===== src/rtl/stls_pkg.sv =====
// Package for the sequential turn light stepper.
// Holds widths, register indexes, request codes and reset values.
// No dependencies.
package stls_pkg;

  localparam int LED_COUNT   = 8;
  localparam int PHASE_COUNT = LED_COUNT + 1;
  localparam int PHASE_W     = $clog2(PHASE_COUNT);
  localparam int LED_W       = 8;
  localparam int COIL_W      = 4;
  localparam int CNT_W       = 8;
  localparam int TICK_W      = 24;
  localparam int CFG_W       = 24;
  localparam int CFG_IDX_W   = 2;
  localparam int IN_W        = 8;
  localparam int USER_W      = 2;
  localparam int OUT_W       = 16;

  localparam logic [CFG_IDX_W-1:0] CFG_REPEAT_COUNT    = 2'd0;
  localparam logic [CFG_IDX_W-1:0] CFG_STEPS_PER_PHASE = 2'd1;
  localparam logic [CFG_IDX_W-1:0] CFG_STEP_PERIOD     = 2'd2;

  localparam logic [CNT_W-1:0]  RESET_REPEAT_COUNT    = 8'd5;
  localparam logic [CNT_W-1:0]  RESET_STEPS_PER_PHASE = 8'd30;
  localparam logic [TICK_W-1:0] RESET_STEP_PERIOD     = 24'd10000;

  localparam logic [LED_W-1:0] LED_ALL_OFF = 8'hFF;

  typedef enum logic [USER_W-1:0] {
    REQ_TICK  = 2'd0,
    REQ_LEFT  = 2'd1,
    REQ_RIGHT = 2'd2
  } req_t;

endpackage


===== src/rtl/sequential_turn_light_stepper.sv =====
// Sequential turn light stepper: request latching, light sweep and stepper sequencing.
// Depends on stls_pkg.
// A result word is registered in the output register, or in the skid word while that register is stalled.
// Throughput: one word per cycle while the skid word is empty; a two-word output stage
// (register plus skid) keeps input accepted while one result waits.
// Reset (rst, synchronous): no pending requests, idle, coil index 0, output empty,
// registers back to 5 sweeps, 30 steps per phase, 10000 ticks per step.
module sequential_turn_light_stepper
  import stls_pkg::*;
(
  input  logic                 clk,
  input  logic                 rst,
  input  logic                 s_tvalid,
  output logic                 s_tready,
  input  logic [IN_W-1:0]      s_tdata,   // [0] pin_low
  input  logic [USER_W-1:0]    s_tuser,   // [1:0] req_type
  output logic                 m_tvalid,
  input  logic                 m_tready,
  output logic [OUT_W-1:0]     m_tdata,   // [7:0] led_drive, [11:8] coil_drive,
                                          // [12] busy_res, [13] turning_right
  input  logic                 cfg_we,
  input  logic [CFG_IDX_W-1:0] cfg_index,
  input  logic [CFG_W-1:0]     cfg_data
);

  logic [CNT_W-1:0]   repeat_count;
  logic [CNT_W-1:0]   steps_per_phase;
  logic [TICK_W-1:0]  step_period;

  logic               left_pending, left_pending_next;
  logic               right_pending, right_pending_next;
  logic               running, running_next;
  logic               dir_right, dir_right_next;
  logic [CNT_W-1:0]   rep_counter, rep_counter_next;
  logic [PHASE_W-1:0] phase_counter, phase_counter_next;
  logic [CNT_W-1:0]   step_counter, step_counter_next;
  logic [TICK_W-1:0]  tick_counter, tick_counter_next;
  logic [1:0]         coil_index, coil_index_next;

  logic               accept;
  logic               out_take;
  logic               skid_valid;
  logic [OUT_W-1:0]   skid_data;
  logic [OUT_W-1:0]   result;
  logic [LED_W-1:0]   led_drive;
  logic [COIL_W-1:0]  coil_drive;
  logic               pin_low;

  assign pin_low  = s_tdata[0];
  assign s_tready = !skid_valid;
  assign accept   = s_tvalid && s_tready;
  assign out_take = m_tvalid && m_tready;

  always_comb begin
    left_pending_next  = left_pending;
    right_pending_next = right_pending;
    running_next       = running;
    dir_right_next     = dir_right;
    rep_counter_next   = rep_counter;
    phase_counter_next = phase_counter;
    step_counter_next  = step_counter;
    tick_counter_next  = tick_counter;
    coil_index_next    = coil_index;
    case (req_t'(s_tuser))
      REQ_LEFT: begin
        if (pin_low) left_pending_next = 1'b1;
      end
      REQ_RIGHT: begin
        if (pin_low) right_pending_next = 1'b1;
      end
      REQ_TICK: begin
        if (!running) begin
          if (left_pending || right_pending) begin
            dir_right_next = !left_pending;
            if (left_pending) begin
              left_pending_next = 1'b0;
            end else begin
              right_pending_next = 1'b0;
            end
            running_next       = 1'b1;
            rep_counter_next   = '0;
            phase_counter_next = '0;
            step_counter_next  = '0;
            tick_counter_next  = '0;
            coil_index_next    = left_pending ? coil_index + 2'd1 : coil_index - 2'd1;
          end
        end else if (({1'b0, tick_counter} + 25'd1) >= {1'b0, step_period}) begin
          tick_counter_next = '0;
          if (({1'b0, step_counter} + 9'd1) >= {1'b0, steps_per_phase}) begin
            step_counter_next = '0;
            if (phase_counter == PHASE_W'(PHASE_COUNT - 1)) begin
              phase_counter_next = '0;
              if (({1'b0, rep_counter} + 9'd1) >= {1'b0, repeat_count}) begin
                rep_counter_next = '0;
                running_next     = 1'b0;
              end else begin
                rep_counter_next = rep_counter + 8'd1;
              end
            end else begin
              phase_counter_next = phase_counter + PHASE_W'(1);
            end
          end else begin
            step_counter_next = step_counter + 8'd1;
          end
          if (running_next) begin
            coil_index_next = dir_right ? coil_index - 2'd1 : coil_index + 2'd1;
          end
        end else begin
          tick_counter_next = tick_counter + 24'd1;
        end
      end
      default: begin
      end
    endcase
  end

  // thermometer bar over the LED bank, from bit 0 for left, from the top bit for right, active low
  always_comb begin
    for (int i = 0; i < LED_W; i++) begin
      logic lit;
      lit = (int'(phase_counter_next) < LED_COUNT) &&
            (dir_right_next ? (i + int'(phase_counter_next) >= LED_COUNT - 1)
                            : (i <= int'(phase_counter_next)));
      led_drive[i] = (i < LED_COUNT) ? !(running_next && lit) : 1'b0;
    end
    coil_drive = running_next ? (COIL_W'(1) << coil_index_next) : '0;
    result = {2'b00, running_next && dir_right_next, running_next, coil_drive, led_drive};
  end

  always_ff @(posedge clk) begin
    if (rst) begin
      repeat_count    <= RESET_REPEAT_COUNT;
      steps_per_phase <= RESET_STEPS_PER_PHASE;
      step_period     <= RESET_STEP_PERIOD;
    end else if (cfg_we) begin
      case (cfg_index)
        CFG_REPEAT_COUNT:    repeat_count    <= cfg_data[CNT_W-1:0];
        CFG_STEPS_PER_PHASE: steps_per_phase <= cfg_data[CNT_W-1:0];
        CFG_STEP_PERIOD:     step_period     <= cfg_data[TICK_W-1:0];
        default: begin
        end
      endcase
    end
  end

  always_ff @(posedge clk) begin
    if (rst) begin
      left_pending  <= 1'b0;
      right_pending <= 1'b0;
      running       <= 1'b0;
      dir_right     <= 1'b0;
      rep_counter   <= '0;
      phase_counter <= '0;
      step_counter  <= '0;
      tick_counter  <= '0;
      coil_index    <= '0;
    end else if (accept) begin
      left_pending  <= left_pending_next;
      right_pending <= right_pending_next;
      running       <= running_next;
      dir_right     <= dir_right_next;
      rep_counter   <= rep_counter_next;
      phase_counter <= phase_counter_next;
      step_counter  <= step_counter_next;
      tick_counter  <= tick_counter_next;
      coil_index    <= coil_index_next;
    end
  end

  // output register plus skid word
  always_ff @(posedge clk) begin
    if (rst) begin
      m_tvalid   <= 1'b0;
      skid_valid <= 1'b0;
    end else if (out_take || !m_tvalid) begin
      if (skid_valid) begin
        m_tvalid   <= 1'b1;
        skid_valid <= 1'b0;
      end else begin
        m_tvalid <= accept;
      end
    end else if (accept) begin
      skid_valid <= 1'b1;
    end
  end

  always_ff @(posedge clk) begin
    if (out_take || !m_tvalid) begin
      if (skid_valid) begin
        m_tdata <= skid_data;
      end else if (accept) begin
        m_tdata <= result;
      end
    end else if (accept) begin
      skid_data <= result;
    end
  end

endmodule


===== config.mk =====
export PLATFORM = sky130hd
export DESIGN_NAME = sequential_turn_light_stepper
export DESIGN_NICKNAME = d
export VERILOG_FILES = /design/src/rtl/stls_pkg.sv /design/src/rtl/sequential_turn_light_stepper.sv
export SDC_FILE = /design/constraint.sdc
export NUM_CORES = 1
export LEC_CHECK = 0
export BUFFER_PORTS_ARGS = -buffer_cell sky130_fd_sc_hd__buf_2
export CAP_MARGIN = 20
export CORE_ASPECT_RATIO = 1.4
export CORE_MARGIN = 4
export CORE_UTILIZATION = 34
export CTS_CLUSTER_DIAMETER = 120
export DETAILED_ROUTE_END_ITERATION = 16
export GPL_TIMING_DRIVEN = 0
export REMOVE_ABC_BUFFERS = 1
export SLEW_MARGIN = 15
export SYNTH_ARGS = -nofsm -noshare
export SYNTH_HDL_FRONTEND = slang
export SYNTH_SLANG_ARGS = --single-unit

===== constraint.sdc =====
create_clock -name clk -period 5.6 [get_ports clk]
set_input_delay 1.12 -clock clk [delete_from_list [all_inputs] [get_ports clk]]
set_output_delay 1.12 -clock clk [all_outputs]
set_load 0.05 [all_outputs]

==> summary.md, run 1 <==
| Metric | Value |
|---|---|
| Reg area | `about 2700 µm²` |
| Leakage | `roughly 0.0033 µW` |
| CP max FO | `9` |
| CTS H-Tree Depth | `4` |
| Final Power | `2240 µW` |
| Drt via density | `5.18` |
| Synth Cell Area | `roughly 7100 µm²` |
| Largest net degree at the start of global routing | `70` |
| Slowest stage cell on the critical path | `dfxtp_1` |
| Status | `completed` |
| Share of layout cells above drive strength 1 | `between 15 and 20%` |
| DRT Pass-1 Iters | `7` |
| Cells after synthesis | `approximately 840` |
| Fraction of registers with async set/reset | `0%` |
| Bufs and invs on worst path | `0` |
| Yosys warns | `0` |
| Residual DRC | `0` |
| Top post-synthesis cells by area | `dfxtp_1 26%, edfxtp_1 12%, ha_1 9.5%` |
| Initial Utilization | `around a third` |
| Area of the multi-input gates | `slightly above 4000 µm²` |
| Layer with the highest usage | `met2` |
| Largest area contributor in the netlist | `dfxtp_1` |
| Number of DRC markers in iteration 0 | `252` |
| Routed Antenna Nets | `0` |
| Vias | `between 5000 and 6000` |
| Fillcell total | `2109` |
| Place WS | `-0.481 ns` |
| Initial antenna violation count | `0` |
| Core area | `between 20000 and 25000 µm²` |
| Global-route wire length before repair | `28200 µm` |
| HP Class | `register to register` |
| Area fraction of the dominant cell type after synthesis | `26.0%` |
| Vias in the first global route | `5772` |
| CTS Buf Count | `17` |
| Crit-path cells | `ha_1 -> and4_1 -> and4_4 -> and2_2 -> nand3_1 -> xnor2_1 -> ha_1 -> nand4_1 -> nor4_2 -> o21ai_1 -> a41o_1 -> a21oi_4 -> a31oi_2 -> nor2_4 -> ha_1 -> nor2b_1 -> nor3_1 -> a221o_1 -> mux2_2` |
| Most numerous cell on the critical path | `ha_1` |
| Die Area | `about 23000 µm²` |
| IO buf count | `49` |
| I/O pin cnt | `between 50 and 60` |
| Clock Skews | `0.00827 ns` |
| Max clock buf depth | `2` |
| Count leader, synth | `nand2_1` |
| Final Cycle Share | `95.3%` |
| Nets | `about 1000` |
| Crit path required time | `roughly 5.8 ns` |
| Die Width | `between 100 and 150 µm` |
| Final Max Slew Viols | `0` |
| Clock Latency Late Sink | `slightly above 0.4 ns` |
| Met1 Use GR | `17.0%` |
| Shortest period the worst path allows | `roughly 5.3 ns` |
| Met3 usage | `~2.9%` |
| GRT Total Usage | `between 15 and 20%` |
| Post-synth EDFFs | `28` |
| Worst-margin pin slew | `just over 1 ns` |
| Setup TNS | `0 ns` |
| Max_cap viols | `0` |
| Cell area power density | `around 270 nW/µm²` |
| CTS tree | `built` |
| Diode count | `0` |
| Mean area per synthesized cell | `8.41 µm²` |
| Routed wire length per instance | `approximately 15 µm` |
| Met2 usage | `around 28%` |
| Register area share after synthesis | `between 30% and 40%` |
| Final setup fails | `0` |
| Die Height | `roughly 180 µm` |
| Critical path launch point type | `register` |
| Commonest cells post-synth | `104 x nand2_1, 93 x nor2_1, 92 x dfxtp_1, 80 x a21oi_1, 54 x ha_1` |
| Synth unique cells | `74` |
| Maximum VDD drop | `about 0.16 mV` |
| Largest stage delay, worst path | `about 0.46 ns` |
| Critical path capture point type | `register` |
| DP Cell Count | `approximately 1100` |
| Dpl hpwl | `12300 µm` |
| Synth Register Bits | `120` |
| CP Class | `register to register` |
| Top achievable clock speed | `between 150 and 200 MHz` |
| WL final | `approximately 17000 µm` |
| Row count | `62` |
| Cell family with most CP delay | `simple AND/OR/NAND/NOR gates` |
| Setup ws final | `approximately 0.26 ns` |
| Routability cong. | `roughly 0.83` |
| CTS root buffer | `clkbuf_16` |
| Area growth, synth to finish | `17.1%` |
| CTS Hold Buffers Added | `0` |
| Reg clk slew, reported paths | `0.06 ns` |
| Total gr overflow | `0` |
| Clk sinks | `120` |
| Worst EP arrival | `roughly 5.5 ns` |
| Final Instance Count excl. Fillers | `roughly 1200` |
| Max_slew headroom | `approximately a third` |
| Primary FF master, synth | `dfxtp_1` |
| Hold Fails Final Rpt | `0` |
-- metrics by stage --
stage / instance area, µm² / hold WS (ns) / utilization, %
floorplan: 6940 / 0.430 / -
global placement: 7500 / 0.445 / 36.6
detailed placement: 7570 / 0.448 / 37.0
CTS: 8200 / 0.456 / 40.0
global route: 8300 / 0.472 / 40.5
finish: 8300 / 0.453 / 40.5
-- cells in the final DEF (no fill, tap or decap), types with 19 or more instances in the layout --
master / synthesis / routed
a21oi_1: 80 / 80
inv_1: 52 / 52
ha_1: 54 / 54
nand2_1: 104 / 104
buf_2: 1 / 48
dfxtp_1: 92 / 92
o21ai_0: 31 / 31
xor2_1: 20 / 20
nor2_1: 93 / 91
edfxtp_1: 28 / 28
nand3_1: 20 / 19
-- power breakdown --
group          switching (µW)  internal, µW  total, µW
logic                     117          57.6        174
registers                12.5           906        919
clock network             434           710       1140
-- path summary, 6_finish.rpt --
check	start	to	slack (ns)	cells past startpoint
setup / recovery	tick_counter[0]	m_tdata[2]	0.26	19
hold / removal	step_period[14]	step_period[14]	0.45	2
setup reg to reg	tick_counter[0]	m_tdata[2]	0.26	19
hold reg to reg	step_period[14]	step_period[14]	0.45	2
-- area by class of cell --
class	count	area share [%]
well taps	256	3.86
clock inverters	15	2.28
repair buffers	61	4.40
clock buffers	17	5.13
multi-input cells	631	49.5
inverters	55	2.49
flip-flops and latches	120	32.3
-- per-layer routing --
metal  vias up  wire [µm]  part of all wire (%)
met3        20        570                   3.4
met5         -          0                     0
met1      2765       7020                    41
li1       3071          -                     -
met4         0        316                   1.9
met2       125       9060                    53
-- kinds of logic (layout without fill, tap and decap cells) --
kind of cell / after synthesis / in the layout / share of synthesized area, %
AO/OA/AOI/OAI: 207 / 207 / 19.4
XOR/XNOR: 38 / 38 / 4.70
adder cells (fa/ha/maj): 54 / 54 / 9.54
buffers and inverters: 92 / 148 / 5.05
flip-flops: 120 / 120 / 37.9
multiplexers: 5 / 5 / 0.848
other: 1 / 2 / 0.0529
AND/OR/NAND/NOR: 325 / 325 / 22.6
-- flip-flops by register name, summed over array words and instances, names as in the netlist, 2 cells and up --
name	cells
repeat_count	8
skid_data	14
step_period	24
tick_counter	24
phase_counter	4
coil_index	2
m_tdata	14
rep_counter	8
steps_per_phase	8
step_counter	8
-- timing repair --
| item | in CTS | in global routing |
|---|---|---|
| setup endpoints to repair | 11 | 11 |
| endpoints found under the hold margin | 0 | 0 |
| gates resized for setup | 2 | 6 |
| pin swaps | 1 | 3 |
| buffers inserted | 0 | 8 |
-- worst reg2reg max path, delay by kind of cell, from the launching register on --
kind | cells | cell delay [ns]
multiplexers | 1 | 0.27
flip-flops | 1 | 0.46
adder cells (fa/ha/maj) | 3 | 0.87
AND/OR/NAND/NOR | 9 | 1.97
XOR/XNOR | 1 | 0.18
AO/OA/AOI/OAI | 5 | 1.34
(Power assumes the default switching activity.)
==> inputs of run 2 (changes only) <==
clock period = 5.3 ns   (was 5.6 ns; I/O delays follow)
==> summary.md, run 2 (synthesis gave the netlist of run 1 again) <==
| Metric | Value |
|---|---|
| Status | `completed` |
| Initial Utilization | `34.6% (unchanged)` |
| Residual DRC | `0 (unchanged)` |
| Combinational Power Share | `7.9% (about the same)` |
| Dpl hpwl | `12300 µm (unchanged)` |
| Hold Fails Final Rpt | `0 (unchanged)` |
| Largest stage delay, worst path | `0.39 ns (-0.07 ns)` |
| Top achievable clock speed | `197 MHz (+5.0%)` |
| Cell area power density | `284 nW/µm² (+5.2%)` |
| Slowest stage cell on the critical path | `dfxtp_2` |
| Clock Skews | `0.00772 ns (-0.000551 ns)` |
| DP Cell Count | `1114 (unchanged)` |
| Hold Slack | `0.452 ns (-0.000601 ns)` |
| Clock power share | `51.1% (about the same)` |
| WL final | `17100 µm (+0.51%)` |
| DP Area | `7570 µm² (unchanged)` |
| CTS root buffer | `clkbuf_16` |
| Most numerous cell on the critical path | `ha_1` |
| Clock Latency Late Sink | `0.42 ns (about the same)` |
| Largest registers | `step_period x24, tick_counter x24` |
| GRT Total Usage | `15.2% (+0.068 points)` |
| CTS Hold Buffers Added | `0 (unchanged)` |
| Vias in the first global route | `5808 (+0.62%)` |
| Shortest period the worst path allows | `5.08 ns (-0.254 ns)` |
| CP max FO | `7 (-2)` |
| Nets | `985 (+0.41%)` |
| Place WS | `-0.781 ns (-0.300 ns)` |
| Crit path required time | `5.46 ns (-0.30 ns)` |
| Crit-path cells | `ha_2 -> and4_1 -> and4_4 -> and2_2 -> nand3_1 -> xnor2_1 -> ha_1 -> nand4_1 -> nor4_2 -> o21ai_1 -> a41o_1 -> a21oi_4 -> a31oi_2 -> nor2_4 -> ha_1 -> nor2b_1 -> nor3_1 -> a221o_1 -> mux2_2` |
| Crit path from | `tick_counter[0]` |
| Die Height | `179 µm (unchanged)` |
| Reg2reg start | `tick_counter[0]` |
| Critical path launch point type | `register` |
| Reg clk slew, reported paths | `0.06 ns (about the same)` |
| I/O pin cnt | `59 (unchanged)` |
| DRT Pass-1 Iters | `5 (-2)` |
| Routed wire length per instance | `14.7 µm (+0.16%)` |
| HP Class | `register to register` |
| Clk sinks | `120 (unchanged)` |
| NetSw | `597 µW (+6.0%)` |
| Sw Ratio | `25.2% (+0.032 points)` |
| Row count | `62 (unchanged)` |
| CTS H-Tree Depth | `4 (unchanged)` |
| Final setup fails | `0 (unchanged)` |
| Global-route wire length before repair | `28300 µm (+0.39%)` |
| Worst R2R Path Depth | `19 (unchanged)` |
| CP Class | `register to register` |
| Vias | `6023 (+0.70%)` |
| Max_slew headroom | `32.9% (about the same)` |
| Routability cong. | `0.833 (unchanged)` |
| Die Width | `130 µm (unchanged)` |
| Initial antenna violation count | `0 (unchanged)` |
| CTS tree | `built` |
| Sequential share of power | `41.0% (about the same)` |
| Setup ws final | `0.217 ns (-0.0456 ns)` |
| RR Endpoint | `m_tdata[2]` |
| CP endpoint | `m_tdata[2]` |
| Design area | `8350 µm² (+0.68%)` |
| Final Instance Count excl. Fillers | `1159 (+0.35%)` |
| Final Max Slew Viols | `0 (unchanged)` |
| Max clock buf depth | `2 (unchanged)` |
| Leakage | `0.00335 µW (+0.74%)` |
| Routed Antenna Nets | `0 (unchanged)` |
| Drt via density | `5.20 (+0.35%)` |
| Die Area | `23200 µm² (unchanged)` |
| Flop2flop setup slack | `0.22 ns (-0.05 ns)` |
| Maximum VDD drop | `0.178 mV (+13%)` |
| Core area | `20500 µm² (unchanged)` |
| Max_cap viols | `0 (unchanged)` |
| IO buf count | `49 (unchanged)` |
| Number of DRC markers in iteration 0 | `261 (+3.6%)` |
| Critical path capture point type | `register` |
| Diode count | `0 (unchanged)` |
| Commonest cells after routing, fill and taps aside | `104 x nand2_1, 91 x nor2_1, 91 x dfxtp_1` |
| Worst-margin pin slew | `1.01 ns (-0.0000910 ns)` |
| Final Cycle Share | `95.9% (+0.59 points)` |
| Int Power | `1770 µW (+5.8%)` |
| CTS Buf Count | `17 (unchanged)` |
| Total gr overflow | `0 (unchanged)` |
| Share of layout cells above drive strength 1 | `16.3% (+0.93 points)` |
| Largest net degree at the start of global routing | `70 (unchanged)` |
| Commonest non-fill, non-tap cell in the layout | `nand2_1` |
| Area growth, synth to finish | `17.9%` |
| Worst EP arrival | `5.25 ns (-0.25 ns)` |
-- run 2: metal layers --
| metal | vias to the layer above | routed length, µm | global-route usage [%] |
|---|---|---|---|
| met5 | - | 0 | 0 |
| met4 | 0 | 355 | 5.37 |
| met3 | 26 | 548 | 2.89 |
| met2 | 117 | 9140 | 28.2 |
| met1 | 2803 | 7010 | 17.0 |
| li1 | 3077 | - | - |
-- run 2: power by group through the flow --
stage                     Clock, µW  Sequential, µW  Combinational [µW]
after floorplan                   0            1000                99.4
after global placement            0             990                 174
after detailed placement          0             991                 180
after CTS                      1240             971                 184
after global routing           1280             973                 211
final                          1210             971                 188
-- run 2: through the flow --
step,power [µW],setup TNS [ns],utilization (%)
2_1_floorplan,1100,0,-
3_3_place_gp,1160,-9.61,36.6
3_5_place_dp,1170,-6.25,37.0
4_1_cts,2390,0,40.3
5_1_grt,2460,-0.0203,40.8
6_report,2370,0,40.8
-- run 2: area by class of cell --
cell class / instances / area [µm²]
tap: 256 / 320
clock inverter: 15 / 189
sequential: 120 / 2680
timing repair buffer: 65 / 395
inverter: 55 / 206
clock buffer: 17 / 425
fill: 2102 / 12100
multi-input combinational: 631 / 4130
-- run 2: worst max-delay path, delay by kind of cell (launching register included) --
family	cells	cell delay [ns]
muxes	1	0.27
and+or+nand+nor	9	1.90
adders and majority gates	3	0.82
DFF	1	0.39
xor gates and xnor gates	1	0.18
AOI/OAI and AO/OA	5	1.27
-- run 2: worst min path at each step --
stage | startpoint | cells past startpoint | slack [ns] | end
global placement | step_period[2] | 2 | 0.44 | step_period[2]
finish | step_period[14] | 2 | 0.45 | step_period[14]
detailed placement | step_period[14] | 2 | 0.45 | step_period[14]
CTS | step_period[14] | 2 | 0.46 | step_period[14]
global route | steps_per_phase[5] | 2 | 0.47 | steps_per_phase[5]
floorplan | step_period[11] | 2 | 0.43 | step_period[11]
-- run 2: what timing repair did --
action | 4_1_cts | 5_1_grt
pin swaps | 4 | 4
gates cloned | 0 | 0
endpoints found under the setup margin | 17 | 13
setup buffers | 6 | 6
resized for setup | 5 | 9
